===== src/ddo_pkg.sv =====
`timescale 1ns / 1ps
`default_nettype none
package ddo_pkg;

	// multiplier operand and product widths
	localparam int MA_W = 40;
	localparam int MB_W = 34;
	localparam int MP_W = MA_W + MB_W;

	// register indexes
	localparam logic [1:0] REG_MPT = 2'd0;
	localparam logic [1:0] REG_IWB = 2'd1;

	localparam logic [31:0] MPT_RESET = 32'd7906071;
	localparam logic [23:0] IWB_RESET = 24'd65536;

	// angle constants, Q.20 radians
	localparam logic signed [24:0] TWO_PI_Q20  = 25'sd6588397;
	localparam logic signed [24:0] PI_Q20      = 25'sd3294199;
	localparam logic signed [24:0] HALF_PI_Q20 = 25'sd1647099;
	localparam logic signed [33:0] CORDIC_GAIN = 34'sd652032874;

	typedef enum logic [2:0] {
		ST_IDLE, ST_MUL1, ST_MUL2, ST_MOD, ST_FOLD, ST_CORD, ST_MUL3, ST_PUB
	} ddo_state_t;

	typedef struct packed {
		logic        ovf;
		logic [31:0] val;
	} sat32_t;

	// clamp to int32 and flag
	function automatic sat32_t sat32(input logic signed [63:0] v);
		sat32_t r;
		r.ovf = 1'b0;
		r.val = v[31:0];
		if (v > 64'sd2147483647) begin
			r.ovf = 1'b1;
			r.val = 32'h7fffffff;
		end else if (v < -64'sd2147483648) begin
			r.ovf = 1'b1;
			r.val = 32'h80000000;
		end
		return r;
	endfunction

	// arctangent of 2^-i, Q.30
	function automatic logic [31:0] atan_q30(input logic [4:0] i);
		logic [31:0] r;
		unique case (i)
			5'd0:  r = 32'd843314856;
			5'd1:  r = 32'd497837829;
			5'd2:  r = 32'd263043836;
			5'd3:  r = 32'd133525158;
			5'd4:  r = 32'd67021686;
			5'd5:  r = 32'd33543515;
			5'd6:  r = 32'd16775850;
			5'd7:  r = 32'd8388437;
			5'd8:  r = 32'd4194282;
			5'd9:  r = 32'd2097149;
			5'd10: r = 32'd1048575;
			5'd11: r = 32'd524287;
			5'd12: r = 32'd262143;
			5'd13: r = 32'd131071;
			5'd14: r = 32'd65535;
			5'd15: r = 32'd32767;
			5'd16: r = 32'd16383;
			5'd17: r = 32'd8191;
			5'd18: r = 32'd4095;
			5'd19: r = 32'd2047;
			5'd20: r = 32'd1023;
			5'd21: r = 32'd511;
			5'd22: r = 32'd255;
			5'd23: r = 32'd127;
			5'd24: r = 32'd63;
			5'd25: r = 32'd31;
			5'd26: r = 32'd15;
			5'd27: r = 32'd8;
			5'd28: r = 32'd4;
			5'd29: r = 32'd2;
			5'd30: r = 32'd1;
			default: r = 32'd0;
		endcase
		return r;
	endfunction

endpackage
`default_nettype wire


===== src/ddo_smul.sv =====
`timescale 1ns / 1ps
`default_nettype none
module ddo_smul
	import ddo_pkg::*;
#(
	parameter int AW = 40,
	parameter int BW = 34
) (
	input  wire                          clk,
	input  wire                          arst_n,
	input  wire                          start,
	input  wire logic signed [AW-1:0]    a,
	input  wire logic signed [BW-1:0]    b,
	output logic                         done,
	output logic signed [AW+BW-1:0]      prod
);
	localparam int PW = AW + BW;
	localparam int CW = $clog2(BW + 1);

	logic signed [PW-1:0] mcand_q;
	logic signed [PW-1:0] acc_q;
	logic [BW-1:0]        mplier_q;
	logic [CW-1:0]        cnt_q;
	logic                 run_q;
	logic                 done_q;
	logic signed [PW-1:0] term;

	// one multiplier bit per cycle; the sign bit weighs negative
	assign term = mplier_q[0] ? mcand_q : '0;

	always_ff @(posedge clk or negedge arst_n) begin
		if (!arst_n) begin
			run_q  <= 1'b0;
			done_q <= 1'b0;
			cnt_q  <= '0;
		end else begin
			done_q <= 1'b0;
			if (start) begin
				run_q <= 1'b1;
				cnt_q <= '0;
			end else if (run_q) begin
				cnt_q <= cnt_q + 1'b1;
				if (cnt_q == CW'(BW - 1)) begin
					run_q  <= 1'b0;
					done_q <= 1'b1;
				end
			end
		end
	end

	always_ff @(posedge clk) begin
		if (start) begin
			mcand_q  <= {{BW{a[AW-1]}}, a};
			mplier_q <= b;
			acc_q    <= '0;
		end else if (run_q) begin
			mcand_q  <= mcand_q <<< 1;
			mplier_q <= mplier_q >> 1;
			if (cnt_q == CW'(BW - 1))
				acc_q <= acc_q - term;
			else
				acc_q <= acc_q + term;
		end
	end

	assign done = done_q;
	assign prod = acc_q;
endmodule
`default_nettype wire


===== src/differential_drive_odometry.sv =====
`timescale 1ns / 1ps
`default_nettype none
// Each accepted item runs through two bit-serial multiply passes, 10 remainder steps,
// a fold step, the CORDIC rotations, a third multiply pass and a publish step.
// A new item is taken only in the idle state; the first item after reset only primes the counts.
// The next item is taken while a pose still waits in the output register.
// Reset (arst_n low, asynchronous) clears pose, stored counts and the flag,
// and loads the register reset values.
module differential_drive_odometry
	import ddo_pkg::*;
#(
	parameter int CORDIC_STEPS = 24
) (
	input  wire               clk,
	input  wire               arst_n,
	input  wire               cfg_we,
	input  wire [1:0]         cfg_index,
	input  wire [31:0]        cfg_data,
	input  wire               in_valid,
	output logic              in_stall,
	input  wire [31:0]        sample_time,
	input  wire signed [31:0] front_left_count,
	input  wire signed [31:0] front_right_count,
	input  wire signed [31:0] rear_left_count,
	input  wire signed [31:0] rear_right_count,
	output logic              out_valid,
	input  wire               out_stall,
	output logic [31:0]        pose_time,
	output logic signed [31:0] pos_x,
	output logic signed [31:0] pos_y,
	output logic signed [31:0] heading,
	output logic               saturated
);
	localparam int IW = $clog2(CORDIC_STEPS + 1);

	ddo_state_t state_q, state_d;

	logic [31:0] mpt_q;
	logic [23:0] iwb_q;
	logic [31:0] prev_fl_q, prev_fr_q, prev_rl_q, prev_rr_q;
	logic        have_prev_q;
	logic signed [31:0] acc_x_q, acc_y_q, acc_h_q;
	logic        sticky_q;
	logic [31:0] time_q;
	logic signed [33:0] dc_q;
	logic signed [31:0] dth_q;
	logic [32:0] rem_q;
	logic        mneg_q;
	logic [3:0]  k_q;
	logic        cneg_q;
	logic signed [33:0] x_q, y_q, z_q;
	logic [IW-1:0] i_q;
	logic        ovalid_q;
	logic [31:0] otime_q;
	logic signed [31:0] ox_q, oy_q, oh_q;
	logic        osat_q;

	logic accept, first;
	logic m0_start, m1_start;
	logic signed [MA_W-1:0] m0_a, m1_a;
	logic signed [MB_W-1:0] m0_b, m1_b;
	logic m0_done, m1_done;
	logic signed [MP_W-1:0] m0_p, m1_p;

	// side tick averages, truncated toward zero
	logic [31:0] d_fl, d_fr, d_rl, d_rr;
	logic signed [32:0] sum_l, sum_r, rnd_l, rnd_r;
	logic signed [31:0] ticks_l, ticks_r;

	assign d_fl  = front_left_count - prev_fl_q;
	assign d_fr  = front_right_count - prev_fr_q;
	assign d_rl  = rear_left_count - prev_rl_q;
	assign d_rr  = rear_right_count - prev_rr_q;
	assign sum_l = $signed({d_fl[31], d_fl}) + $signed({d_rl[31], d_rl});
	assign sum_r = $signed({d_fr[31], d_fr}) + $signed({d_rr[31], d_rr});
	assign rnd_l = sum_l + $signed({32'd0, sum_l[32]});
	assign rnd_r = sum_r + $signed({32'd0, sum_r[32]});
	assign ticks_l = rnd_l[32:1];
	assign ticks_r = rnd_r[32:1];

	// side metres, centre distance and wheel difference
	logic signed [MP_W-1:0] rp_l, rp_r;
	logic signed [47:0] m_l, m_r, dc_full;
	logic signed [48:0] sum_m, diff_m;
	logic signed [33:0] dc_sat;
	logic signed [39:0] diff_sat;
	logic dc_ovf, diff_ovf;

	assign rp_l  = m0_p + MP_W'(32768);
	assign rp_r  = m1_p + MP_W'(32768);
	assign m_l   = rp_l[63:16];
	assign m_r   = rp_r[63:16];
	assign sum_m = {m_l[47], m_l} + {m_r[47], m_r};
	assign diff_m = {m_r[47], m_r} - {m_l[47], m_l};
	assign dc_full = sum_m[48:1];

	always_comb begin
		dc_ovf = 1'b1;
		if (dc_full > 48'sd4294967296)
			dc_sat = 34'sd4294967296;
		else if (dc_full < -48'sd4294967296)
			dc_sat = -34'sd4294967296;
		else begin
			dc_sat = dc_full[33:0];
			dc_ovf = 1'b0;
		end
		diff_ovf = 1'b1;
		if (diff_m > 49'sd274877906944)
			diff_sat = 40'sd274877906944;
		else if (diff_m < -49'sd274877906944)
			diff_sat = -40'sd274877906944;
		else begin
			diff_sat = diff_m[39:0];
			diff_ovf = 1'b0;
		end
	end

	// heading change and mid-step angle
	logic signed [MP_W-1:0] rp_t;
	logic signed [61:0] dth_full;
	sat32_t dth_s;
	logic signed [32:0] mid;

	assign rp_t     = m0_p + MP_W'(2048);
	assign dth_full = rp_t[73:12];
	assign dth_s    = sat32(64'(dth_full));
	assign mid      = {acc_h_q[31], acc_h_q} + {{2{dth_s.val[31]}}, dth_s.val[31:1]};

	// remainder of 2 pi, one binary digit of the quotient per cycle
	logic [32:0] sub_k;
	assign sub_k = {8'd0, TWO_PI_Q20} << k_q;

	// fold into [-pi/2, pi/2]
	logic signed [24:0] r0, r1, r2;
	logic fneg;
	always_comb begin
		r0 = mneg_q ? -$signed({2'b0, rem_q[22:0]}) : $signed({2'b0, rem_q[22:0]});
		r1 = r0;
		if (r0 > PI_Q20)
			r1 = r0 - TWO_PI_Q20;
		else if (r0 < -PI_Q20)
			r1 = r0 + TWO_PI_Q20;
		fneg = 1'b0;
		r2 = r1;
		if (r1 > HALF_PI_Q20) begin
			r2 = r1 - PI_Q20;
			fneg = 1'b1;
		end else if (r1 < -HALF_PI_Q20) begin
			r2 = r1 + PI_Q20;
			fneg = 1'b1;
		end
	end

	// one CORDIC rotation per cycle, then the vector is handed over to the multipliers
	logic signed [33:0] xs, ys, at;
	logic last_step;
	assign xs = x_q >>> i_q;
	assign ys = y_q >>> i_q;
	assign at = $signed({2'b0, atan_q30(5'(i_q))});
	assign last_step = (i_q == IW'(CORDIC_STEPS));

	// position steps and accumulator updates
	logic signed [MP_W-1:0] rp_x, rp_y;
	logic signed [43:0] dx, dy;
	sat32_t nx, ny, nh;
	assign rp_x = m0_p + MP_W'(536870912);
	assign rp_y = m1_p + MP_W'(536870912);
	assign dx = rp_x[73:30];
	assign dy = rp_y[73:30];
	assign nx = sat32(64'(acc_x_q) + 64'(dx));
	assign ny = sat32(64'(acc_y_q) + 64'(dy));
	assign nh = sat32(64'(acc_h_q) + 64'(dth_q));

	// next state
	always_comb begin
		state_d = state_q;
		unique case (state_q)
			ST_IDLE: if (accept && have_prev_q) state_d = ST_MUL1;
			ST_MUL1: if (m0_done) state_d = ST_MUL2;
			ST_MUL2: if (m0_done) state_d = ST_MOD;
			ST_MOD:  if (k_q == 4'd0) state_d = ST_FOLD;
			ST_FOLD: state_d = ST_CORD;
			ST_CORD: if (last_step) state_d = ST_MUL3;
			ST_MUL3: if (m0_done && m1_done) state_d = ST_PUB;
			ST_PUB:  if (!ovalid_q || !out_stall) state_d = ST_IDLE;
			default: state_d = ST_IDLE;
		endcase
	end

	// handshake and multiplier control
	always_comb begin
		in_stall = (state_q != ST_IDLE);
		accept   = in_valid && !in_stall;
		first    = accept && !have_prev_q;
		m0_start = 1'b0;
		m0_a     = 40'(dc_q);
		m0_b     = (cneg_q ? -x_q : x_q);
		m1_a     = 40'(dc_q);
		m1_b     = (cneg_q ? -y_q : y_q);
		unique case (state_q)
			ST_IDLE: begin
				m0_start = accept && have_prev_q;
				m0_a = 40'(ticks_l);
				m1_a = 40'(ticks_r);
				m0_b = $signed({2'b0, mpt_q});
				m1_b = $signed({2'b0, mpt_q});
			end
			ST_MUL1: begin
				m0_start = m0_done;
				m0_a = diff_sat;
				m0_b = $signed({10'd0, iwb_q});
			end
			ST_CORD: m0_start = last_step;
			default: m0_start = 1'b0;
		endcase
		m1_start = m0_start && (state_q != ST_MUL1);
	end

	ddo_smul #(.AW(MA_W), .BW(MB_W)) u_mul0 (
		.clk(clk), .arst_n(arst_n), .start(m0_start), .a(m0_a), .b(m0_b),
		.done(m0_done), .prod(m0_p)
	);

	ddo_smul #(.AW(MA_W), .BW(MB_W)) u_mul1 (
		.clk(clk), .arst_n(arst_n), .start(m1_start), .a(m1_a), .b(m1_b),
		.done(m1_done), .prod(m1_p)
	);

	// control state, pose and registers
	always_ff @(posedge clk or negedge arst_n) begin
		if (!arst_n) begin
			state_q     <= ST_IDLE;
			mpt_q       <= MPT_RESET;
			iwb_q       <= IWB_RESET;
			prev_fl_q   <= '0;
			prev_fr_q   <= '0;
			prev_rl_q   <= '0;
			prev_rr_q   <= '0;
			have_prev_q <= 1'b0;
			acc_x_q     <= '0;
			acc_y_q     <= '0;
			acc_h_q     <= '0;
			sticky_q    <= 1'b0;
			ovalid_q    <= 1'b0;
			osat_q      <= 1'b0;
		end else begin
			state_q <= state_d;
			if (cfg_we) begin
				case (cfg_index)
					REG_MPT: mpt_q <= cfg_data;
					REG_IWB: iwb_q <= cfg_data[23:0];
					default: ;
				endcase
			end
			if (accept) begin
				prev_fl_q   <= front_left_count;
				prev_fr_q   <= front_right_count;
				prev_rl_q   <= rear_left_count;
				prev_rr_q   <= rear_right_count;
				have_prev_q <= 1'b1;
			end
			if (state_q == ST_MUL1 && m0_done && (dc_ovf || diff_ovf))
				sticky_q <= 1'b1;
			if (state_q == ST_MUL2 && m0_done && dth_s.ovf)
				sticky_q <= 1'b1;
			if (state_q == ST_MUL3 && m0_done) begin
				acc_x_q <= nx.val;
				acc_y_q <= ny.val;
				acc_h_q <= nh.val;
				if (nx.ovf || ny.ovf || nh.ovf)
					sticky_q <= 1'b1;
			end
			// drop a taken pose, publish a new one
			if (out_valid && !out_stall)
				ovalid_q <= 1'b0;
			if (state_q == ST_PUB && (!ovalid_q || !out_stall)) begin
				ovalid_q <= 1'b1;
				osat_q   <= sticky_q;
			end
		end
	end

	// datapath registers
	always_ff @(posedge clk) begin
		if (accept && !first)
			time_q <= sample_time;
		if (state_q == ST_MUL1 && m0_done)
			dc_q <= dc_sat;
		if (state_q == ST_MUL2 && m0_done) begin
			dth_q  <= dth_s.val;
			mneg_q <= mid[32];
			rem_q  <= mid[32] ? 33'(-mid) : 33'(mid);
			k_q    <= 4'd9;
		end
		if (state_q == ST_MOD) begin
			if (rem_q >= sub_k)
				rem_q <= rem_q - sub_k;
			k_q <= k_q - 4'd1;
		end
		if (state_q == ST_FOLD) begin
			cneg_q <= fneg;
			z_q    <= 34'(r2) <<< 10;
			x_q    <= CORDIC_GAIN;
			y_q    <= '0;
			i_q    <= '0;
		end
		if (state_q == ST_CORD && !last_step) begin
			i_q <= i_q + 1'b1;
			if (!z_q[33]) begin
				x_q <= x_q - ys;
				y_q <= y_q + xs;
				z_q <= z_q - at;
			end else begin
				x_q <= x_q + ys;
				y_q <= y_q - xs;
				z_q <= z_q + at;
			end
		end
		if (state_q == ST_PUB && (!ovalid_q || !out_stall)) begin
			otime_q <= time_q;
			ox_q    <= acc_x_q;
			oy_q    <= acc_y_q;
			oh_q    <= acc_h_q;
		end
	end

	assign out_valid = ovalid_q;
	assign pose_time = otime_q;
	assign pos_x     = ox_q;
	assign pos_y     = oy_q;
	assign heading   = oh_q;
	assign saturated = osat_q;
endmodule
`default_nettype wire


===== config.mk =====
export PLATFORM = sky130hd
export DESIGN_NAME = differential_drive_odometry
export DESIGN_NICKNAME = d
export VERILOG_FILES = /design/src/ddo_pkg.sv /design/src/ddo_smul.sv /design/src/differential_drive_odometry.sv
export SDC_FILE = /design/constraint.sdc
export NUM_CORES = 2
export LEC_CHECK = 0
export BUFFER_PORTS_ARGS = -buffer_cell sky130_fd_sc_hd__buf_2
export CAP_MARGIN = 20
export CORE_MARGIN = 2
export CORE_UTILIZATION = 53
export CTS_CLUSTER_DIAMETER = 150
export CTS_CLUSTER_SIZE = 12
export DETAILED_ROUTE_END_ITERATION = 8
export PLACE_DENSITY = 0.72
export SLEW_MARGIN = 40
export SYNTH_ARGS = -nofsm -noshare
export SYNTH_HDL_FRONTEND = slang
export SYNTH_SLANG_ARGS = --single-unit

===== constraint.sdc =====
create_clock -name clk -period 8.2 [get_ports clk]
set_input_delay 0.82 -clock clk [delete_from_list [all_inputs] [get_ports clk]]
set_output_delay 0.82 -clock clk [all_outputs]
set_load 0.005 [all_outputs]

-- Word-level counts from Yosys, hierarchy flattened
Memory sizes are Yosys's and may differ from the RTL's. A register that Yosys moved wholly into a read port is not among the register bits.
Index checks and enable logic that the tools add are counted.
- bits in registers: 1039
- latch bits: 0
- bits in writable memories: 0
- bits in read-only memories: 960
- word-level logic and storage cells: 250
- memories kept: 1
- add/sub/neg operators: 42
- $mul: 0
- div/mod/pow operators: 0
- order comparisons: 17
- eq/ne operators: 19
- shift operators: 3
- mux-type cells: 88
- bitwise gates (word level): 0
- reduce and logical (&&, ||, !) cells: 37
- memory list (memory ; words ; bits a word ; rd ports ; clocked after Yosys merged registers in ; wr ports ; line ; text):
    (name not given) ; 32 ; 30 ; 1 ; 1 ; 0 ; ddo_pkg.sv:50 ; unique case (i)
- operators with widths (operator ; number):
    $mux W74 ; 8
    $mux W34 ; 17
    $mux W33 ; 12
    $add A74 B31 Y74 const B ; 2
    $add A74 B74 Y74 ; 2
    $sub A74 B74 Y74 ; 2
    $add A64 B17 Y64 const B ; 2
    $sub A32 B32 Y32 ; 4
    $mux W40 ; 3
    $add A32 B32 Y33 ; 3
    $add A32 B44 Y45 ; 2
    $gt A45 B32 Y1 const B ; 2
    $lt A45 B32 Y1 const B ; 2
    $pmux W40 S2 ; 1
    $mux W25 ; 3
    $add A74 B13 Y74 const B ; 1
    $add A34 B34 Y34 ; 2
    $neg A34 Y34 ; 2
    $pmux W34 S2 ; 1
    $sshr A34 B5 Y34 ; 2
    $sub A34 B34 Y34 ; 2
    $add A33 B2 Y33 ; 2
    $gt A62 B32 Y1 const B ; 1
    $lt A62 B32 Y1 const B ; 1
    55 further kinds ; 127

-- Logic depth before layout (Yosys ltp)
- depth in word-level cells: 11
- depth in mapped cells: 41
- mapped depth without buffers: 40

-- Hierarchy
Synthesis repeated with hierarchy kept, for this count alone.
- cell total of the unflattened synthesis: 12008
- area total of the unflattened synthesis: 99120.1 sq um
- modules (own cells, without submodules) (module ; instances ; cells an instance ; area each (sq um) ; sequential area each (sq um)):
    differential_drive_odometry ; 1 ; 8776 ; 70968.1 ; 18639.1
    ddo_smul ; 2 ; 1616 ; 14076.0 ; 4924.7

-- Worst setup path before layout
Ideal clock, no wire load.
- kind: reg-to-reg
- start: register u_mul0.acc_q[31] (netlist: u_mul0.prod[31])
- end: register rem_q[31]
- library setup time: 0.128 ns
- arrival time: 8.536 ns
- data required time: 8.072 ns
- slack: -0.465 ns
- cell stages (with the launch flop): 35
- buffers on the path: 3
- period minus slack after synthesis: 8.665 ns
- cells stage by stage: dfxtp_1 > clkbuf_1 > nand4_1 > nor4_1 > nand3_1 > nor2_1 > and3_1 > clkbuf_1 > nand4_1 > nor3_1 > nand2_1 > xnor2_1 > nor4_1 > nand4_1 > nand4b_1 > o41ai_1 > clkbuf_1 > o21ai_0 > ha_1 > a21o_1 > a21oi_1 > o21bai_1 > a2111oi_0 > nor4_1 > o21ai_0 > nor4bb_1 > a311o_1 > a2111oi_0 > nand3_1 > nor3_1 > nand3_1 > o31ai_1 > xnor2_1 > o211ai_1 > o31ai_1
- RTL lines (element ; line ; text):
    from (decl) ; ddo_smul.sv:21 ; logic signed [PW-1:0] acc_q;
    from (signal assigned) ; ddo_smul.sv:60 ; acc_q <= acc_q - term;
    from (signal assigned) ; ddo_smul.sv:62 ; acc_q <= acc_q + term;
    to (signal assigned) ; differential_drive_odometry.sv:292 ; rem_q <= mid[32] ? 33'(-mid) : 33'(mid);
    to (signal assigned) ; differential_drive_odometry.sv:297 ; rem_q <= rem_q - sub_k;
    to (decl) ; differential_drive_odometry.sv:47 ; logic [32:0] rem_q;

-- Final worst setup path
- start: register prev_rl_q[0]
- end: register u_mul0.mcand_q[68], data pin
- longest elaborated chain between the ends: 5
- ends and longest elaborated chain (element ; line ; text):
    from (decl) ; differential_drive_odometry.sv:40 ; logic [31:0] prev_fl_q, prev_fr_q, prev_rl_q, prev_rr_q;
    from (signal assigned) ; differential_drive_odometry.sv:258 ; prev_rl_q <= rear_left_count;
    $sub A32 B32 Y32 ; differential_drive_odometry.sv:72 ; assign d_rl = rear_left_count - prev_rl_q;
    $add A32 B32 Y33 ; differential_drive_odometry.sv:74 ; assign sum_l = $signed({d_fl[31], d_fl}) + $signed({d_rl[31], d_rl});
    $add A33 B2 Y33 ; differential_drive_odometry.sv:76 ; assign rnd_l = sum_l + $signed({32'd0, sum_l[32]});
    $pmux W40 S2 ; differential_drive_odometry.sv:200 ; unique case (state_q)
    $mux W74 ; ddo_smul.sv:52 ; if (start) begin
    to (signal assigned) ; ddo_smul.sv:53 ; mcand_q <= {{BW{a[AW-1]}}, a};
    to (signal assigned) ; ddo_smul.sv:57 ; mcand_q <= mcand_q <<< 1;
    to (decl) ; ddo_smul.sv:20 ; logic signed [PW-1:0] mcand_q;
Every way passes these cells.
A chain may end at the register's enable or synchronous reset.

==> impl_metrics.tcl <==
set metrics [dict create \
    ys_async_sr_fraction_pct 28.3 \
    synth_cell_types 120 \
    synth_nets 12700 \
    r2r_end "u_mul0.mcand_q[68]" \
    min_to "time_q[30]" \
    path_class "flop to flop" \
    min-delay-start "sample_time[30]" \
    critPathRequiredTime_ps 8720 \
    fin_skew_ps 59.3 \
    hp-class "input port to flop" \
    grt_max_degree 129 \
    cp.arrival_ps 8650 \
    min_path_cells 1 \
    yosysSeqAreaShare_pct 29.3 \
    critPathSlowestCell "a2111o_1" \
    htree_levels 3 \
    area_delta_synth_final_pct 11.9 \
    synth_edf_count 555 \
    core_um2 183000 \
    tightest_slew_ps 932 \
    max_slew_margin_pct 37.4 \
    routed_wl_um 320000 \
    clock_path_buffers 3 \
    yosysWarningCount 0 \
    synth_area_leaders "edfxtp_1, ha_1, dfrtp_1" \
    maxCapViolations 0 \
    cts_root_buffer "clkbuf_16" \
    avgSynthCellArea_um2 8.27 \
    row_count 157 \
    endpoint_kind "flop" \
    grt_pass1_wl_um 490000 \
    grt-ovfl-total 0 \
    fillers 16300 \
    status "complete, no violations" \
    drt_iter0_drc 8706 \
    wire_per_inst_um 21.7 \
    numCtsBuffers 99 \
    drtAntennaViolNets 0 \
    dr.pass1.iters 6 \
    fin_util_pct 59.6 \
    drv_slew 0 \
    worstSetupStartpointType "flop" \
    cts_tree "yes" \
    place.gp.congestion 1.01 \
    reg2reg_depth 41 \
    die_width_um 433 \
    initial_core_util_pct 53.3 \
    slowest_delay_ps 490 \
    finalNetCount 13200 \
    groute.usage.overall_pct 32.9 \
    cts.reportedPaths.clkPinSlew_ps 70 \
    antenna_found_initial 6 \
    setup_viol 0 \
    netlist_area_um2 97300 \
    reg2reg_slack_ps 70 \
    hold_viol_final 0 \
    rsz0062_at_grt "true" \
    fin_crit_sh_pct 99.1 \
    pin_count 330 \
    grt_pass1_vias 86400 \
    synth_seq_cells 1069 \
    clkSinkCount 1069 \
    fmax_mhz 123 \
    dp_hpwl_um 249000 \
    fp.dieH_um 433 \
    via_count 91600 \
    drc 0 \
    via_per_inst 6.21 \
    finalCriticalPeriod_ps 8130 \
    path_max_fanout 8 \
    r2r_start "prev_rl_q[0]" \
    synth.top_cell.area_share_pct 17.1 \
    synth_area_leader_cell "edfxtp_1" \
    io_buffer_count 329 \
    die_area_um2 187000 \
    syn_inst 11800 \
    ys_dominant_reg_cell "edfxtp_1" \
    layout-drive-gt1-share_pct 12.8 \
    clk_latency_ps 810 \
]
-- synth_stat cells (all sizes together) (134+ instances only) --
cell type and count:
a21o 319, a21oi 934, a31oi 134, and3 135, clkbuf 437, dfrtp 290, dfxtp 211, edfxtp 555
ha 752, inv 490, mux2i 210, nand2 1235, nand2b 147, nand3 279, nor2 1113, nor3 272
o21ai 906, xnor2 757, xor2 493
-- kinds of logic after synthesis --
kind of cell,after synthesis,share of synthesized area (%)
DFF,1069,29.3
xor gates and xnor gates,1250,11.3
and+or+nand+nor,3933,18.9
muxes,387,4.88
buffers and inverters,1024,4.05
adders and majority gates,781,10.2
AOI/OAI and AO/OA,3318,21.4
-- flip-flops by register name, summed over array words and instances (netlist names), 33 cells and up --
name / cells
x_q: 34
u_mul1.mplier_q: 34
dc_q: 34
y_q: 34
u_mul1.prod: 74
z_q: 34
u_mul0.mplier_q: 34
rem_q: 33
u_mul0.mcand_q: 74
u_mul0.prod: 74
u_mul1.mcand_q: 74
-- per-stage QoR --
stage	setup TNS [ps]	area (um^2)	hold slack (ps)	std cells	setup slack (ps)
floorplan	0	97400	400	11800	27.8
global placement	-30260	104000	400	14500	-720
detailed placement	-41930	105000	405	14500	-770
CTS	-17.9	108000	158	14700	-17.9
global route	-13760	109000	185	14700	-356
finish	0	109000	222	14700	73.1
-- worst max path at each step --
| stage | start | depth (start not counted) | end |
|---|---|---|---|
| final | prev_rl_q[0] | 41 | u_mul0.mcand_q[68] |
| after global routing | prev_fl_q[0] | 42 | u_mul0.mcand_q[55] |
| after CTS | u_mul0.prod[29] | 43 | sticky_q |
| after detailed placement | rear_left_count[0] | 43 | u_mul0.mcand_q[73] |
| after global placement | rear_left_count[0] | 43 | u_mul0.mcand_q[73] |
| after floorplan | rear_left_count[0] | 39 | u_mul0.mcand_q[43] |
-- worst max-delay path, delay by kind of cell, from the launching register on --
| family | cells | cell delay (ps) |
|---|---|---|
| AO/OA/AOI/OAI | 17 | 3210 |
| XOR/XNOR | 1 | 100 |
| adder cells (fa/ha/maj) | 4 | 1050 |
| buffers and inverters | 5 | 760 |
| flip-flops | 1 | 360 |
| multiplexers | 1 | 210 |
| AND/OR/NAND/NOR | 13 | 2190 |
-- layer usage --
layer	vias up	global-route usage, %	share of wire (%)
met5	-	0	0.0037
li1	43600	-	-
met2	3615	52.7	45
met3	682	4.05	6.7
met1	43800	43.7	42
met4	2	17.0	5.8
-- cells in the final DEF, fill, tap and decap left out, drive strengths merged, types with 85 or more instances in the layout --
cell / count
a211oi: 89
a21o: 319
a21oi: 934
a31oi: 134
and2: 85
and3: 135
buf: 937
clkbuf: 182
dfrtp: 290
dfxtp: 211
edfxtp: 555
ha: 752
inv: 494
mux2: 119
mux2i: 210
nand2: 1235
nand2b: 147
nand3: 279
nand4: 124
nor2: 1113
nor2b: 99
nor3: 272
o211ai: 126
o21a: 108
o21ai: 906
o21bai: 109
o31ai: 109
or3: 109
xnor2: 757
xor2: 493
-- timing repair --
item,in CTS,in global routing
setup buffers,24,26
pin swaps,6,51
gates resized for setup,11,201
setup endpoints to repair,45,194
hold endpoints to repair,44,0
gates cloned,1,5
hold buffers,1,0
-- final cells by class --
cell class / instances / area [um^2] / share of cell area, %
clock inverter: 7 / 159 / 0.146
timing repair buffer: 944 / 6680 / 6.13
multi-input combinational: 9669 / 65900 / 60.5
tap: 2385 / 2980 / 2.74
clock buffer: 177 / 2810 / 2.58
sequential: 1069 / 28500 / 26.2
antenna: 4 / 10.0 / 0.00919
inverter: 493 / 1860 / 1.70
Power is not shown: default switching activity piles up to over one toggle a cycle in this logic, so the estimate is an artifact.
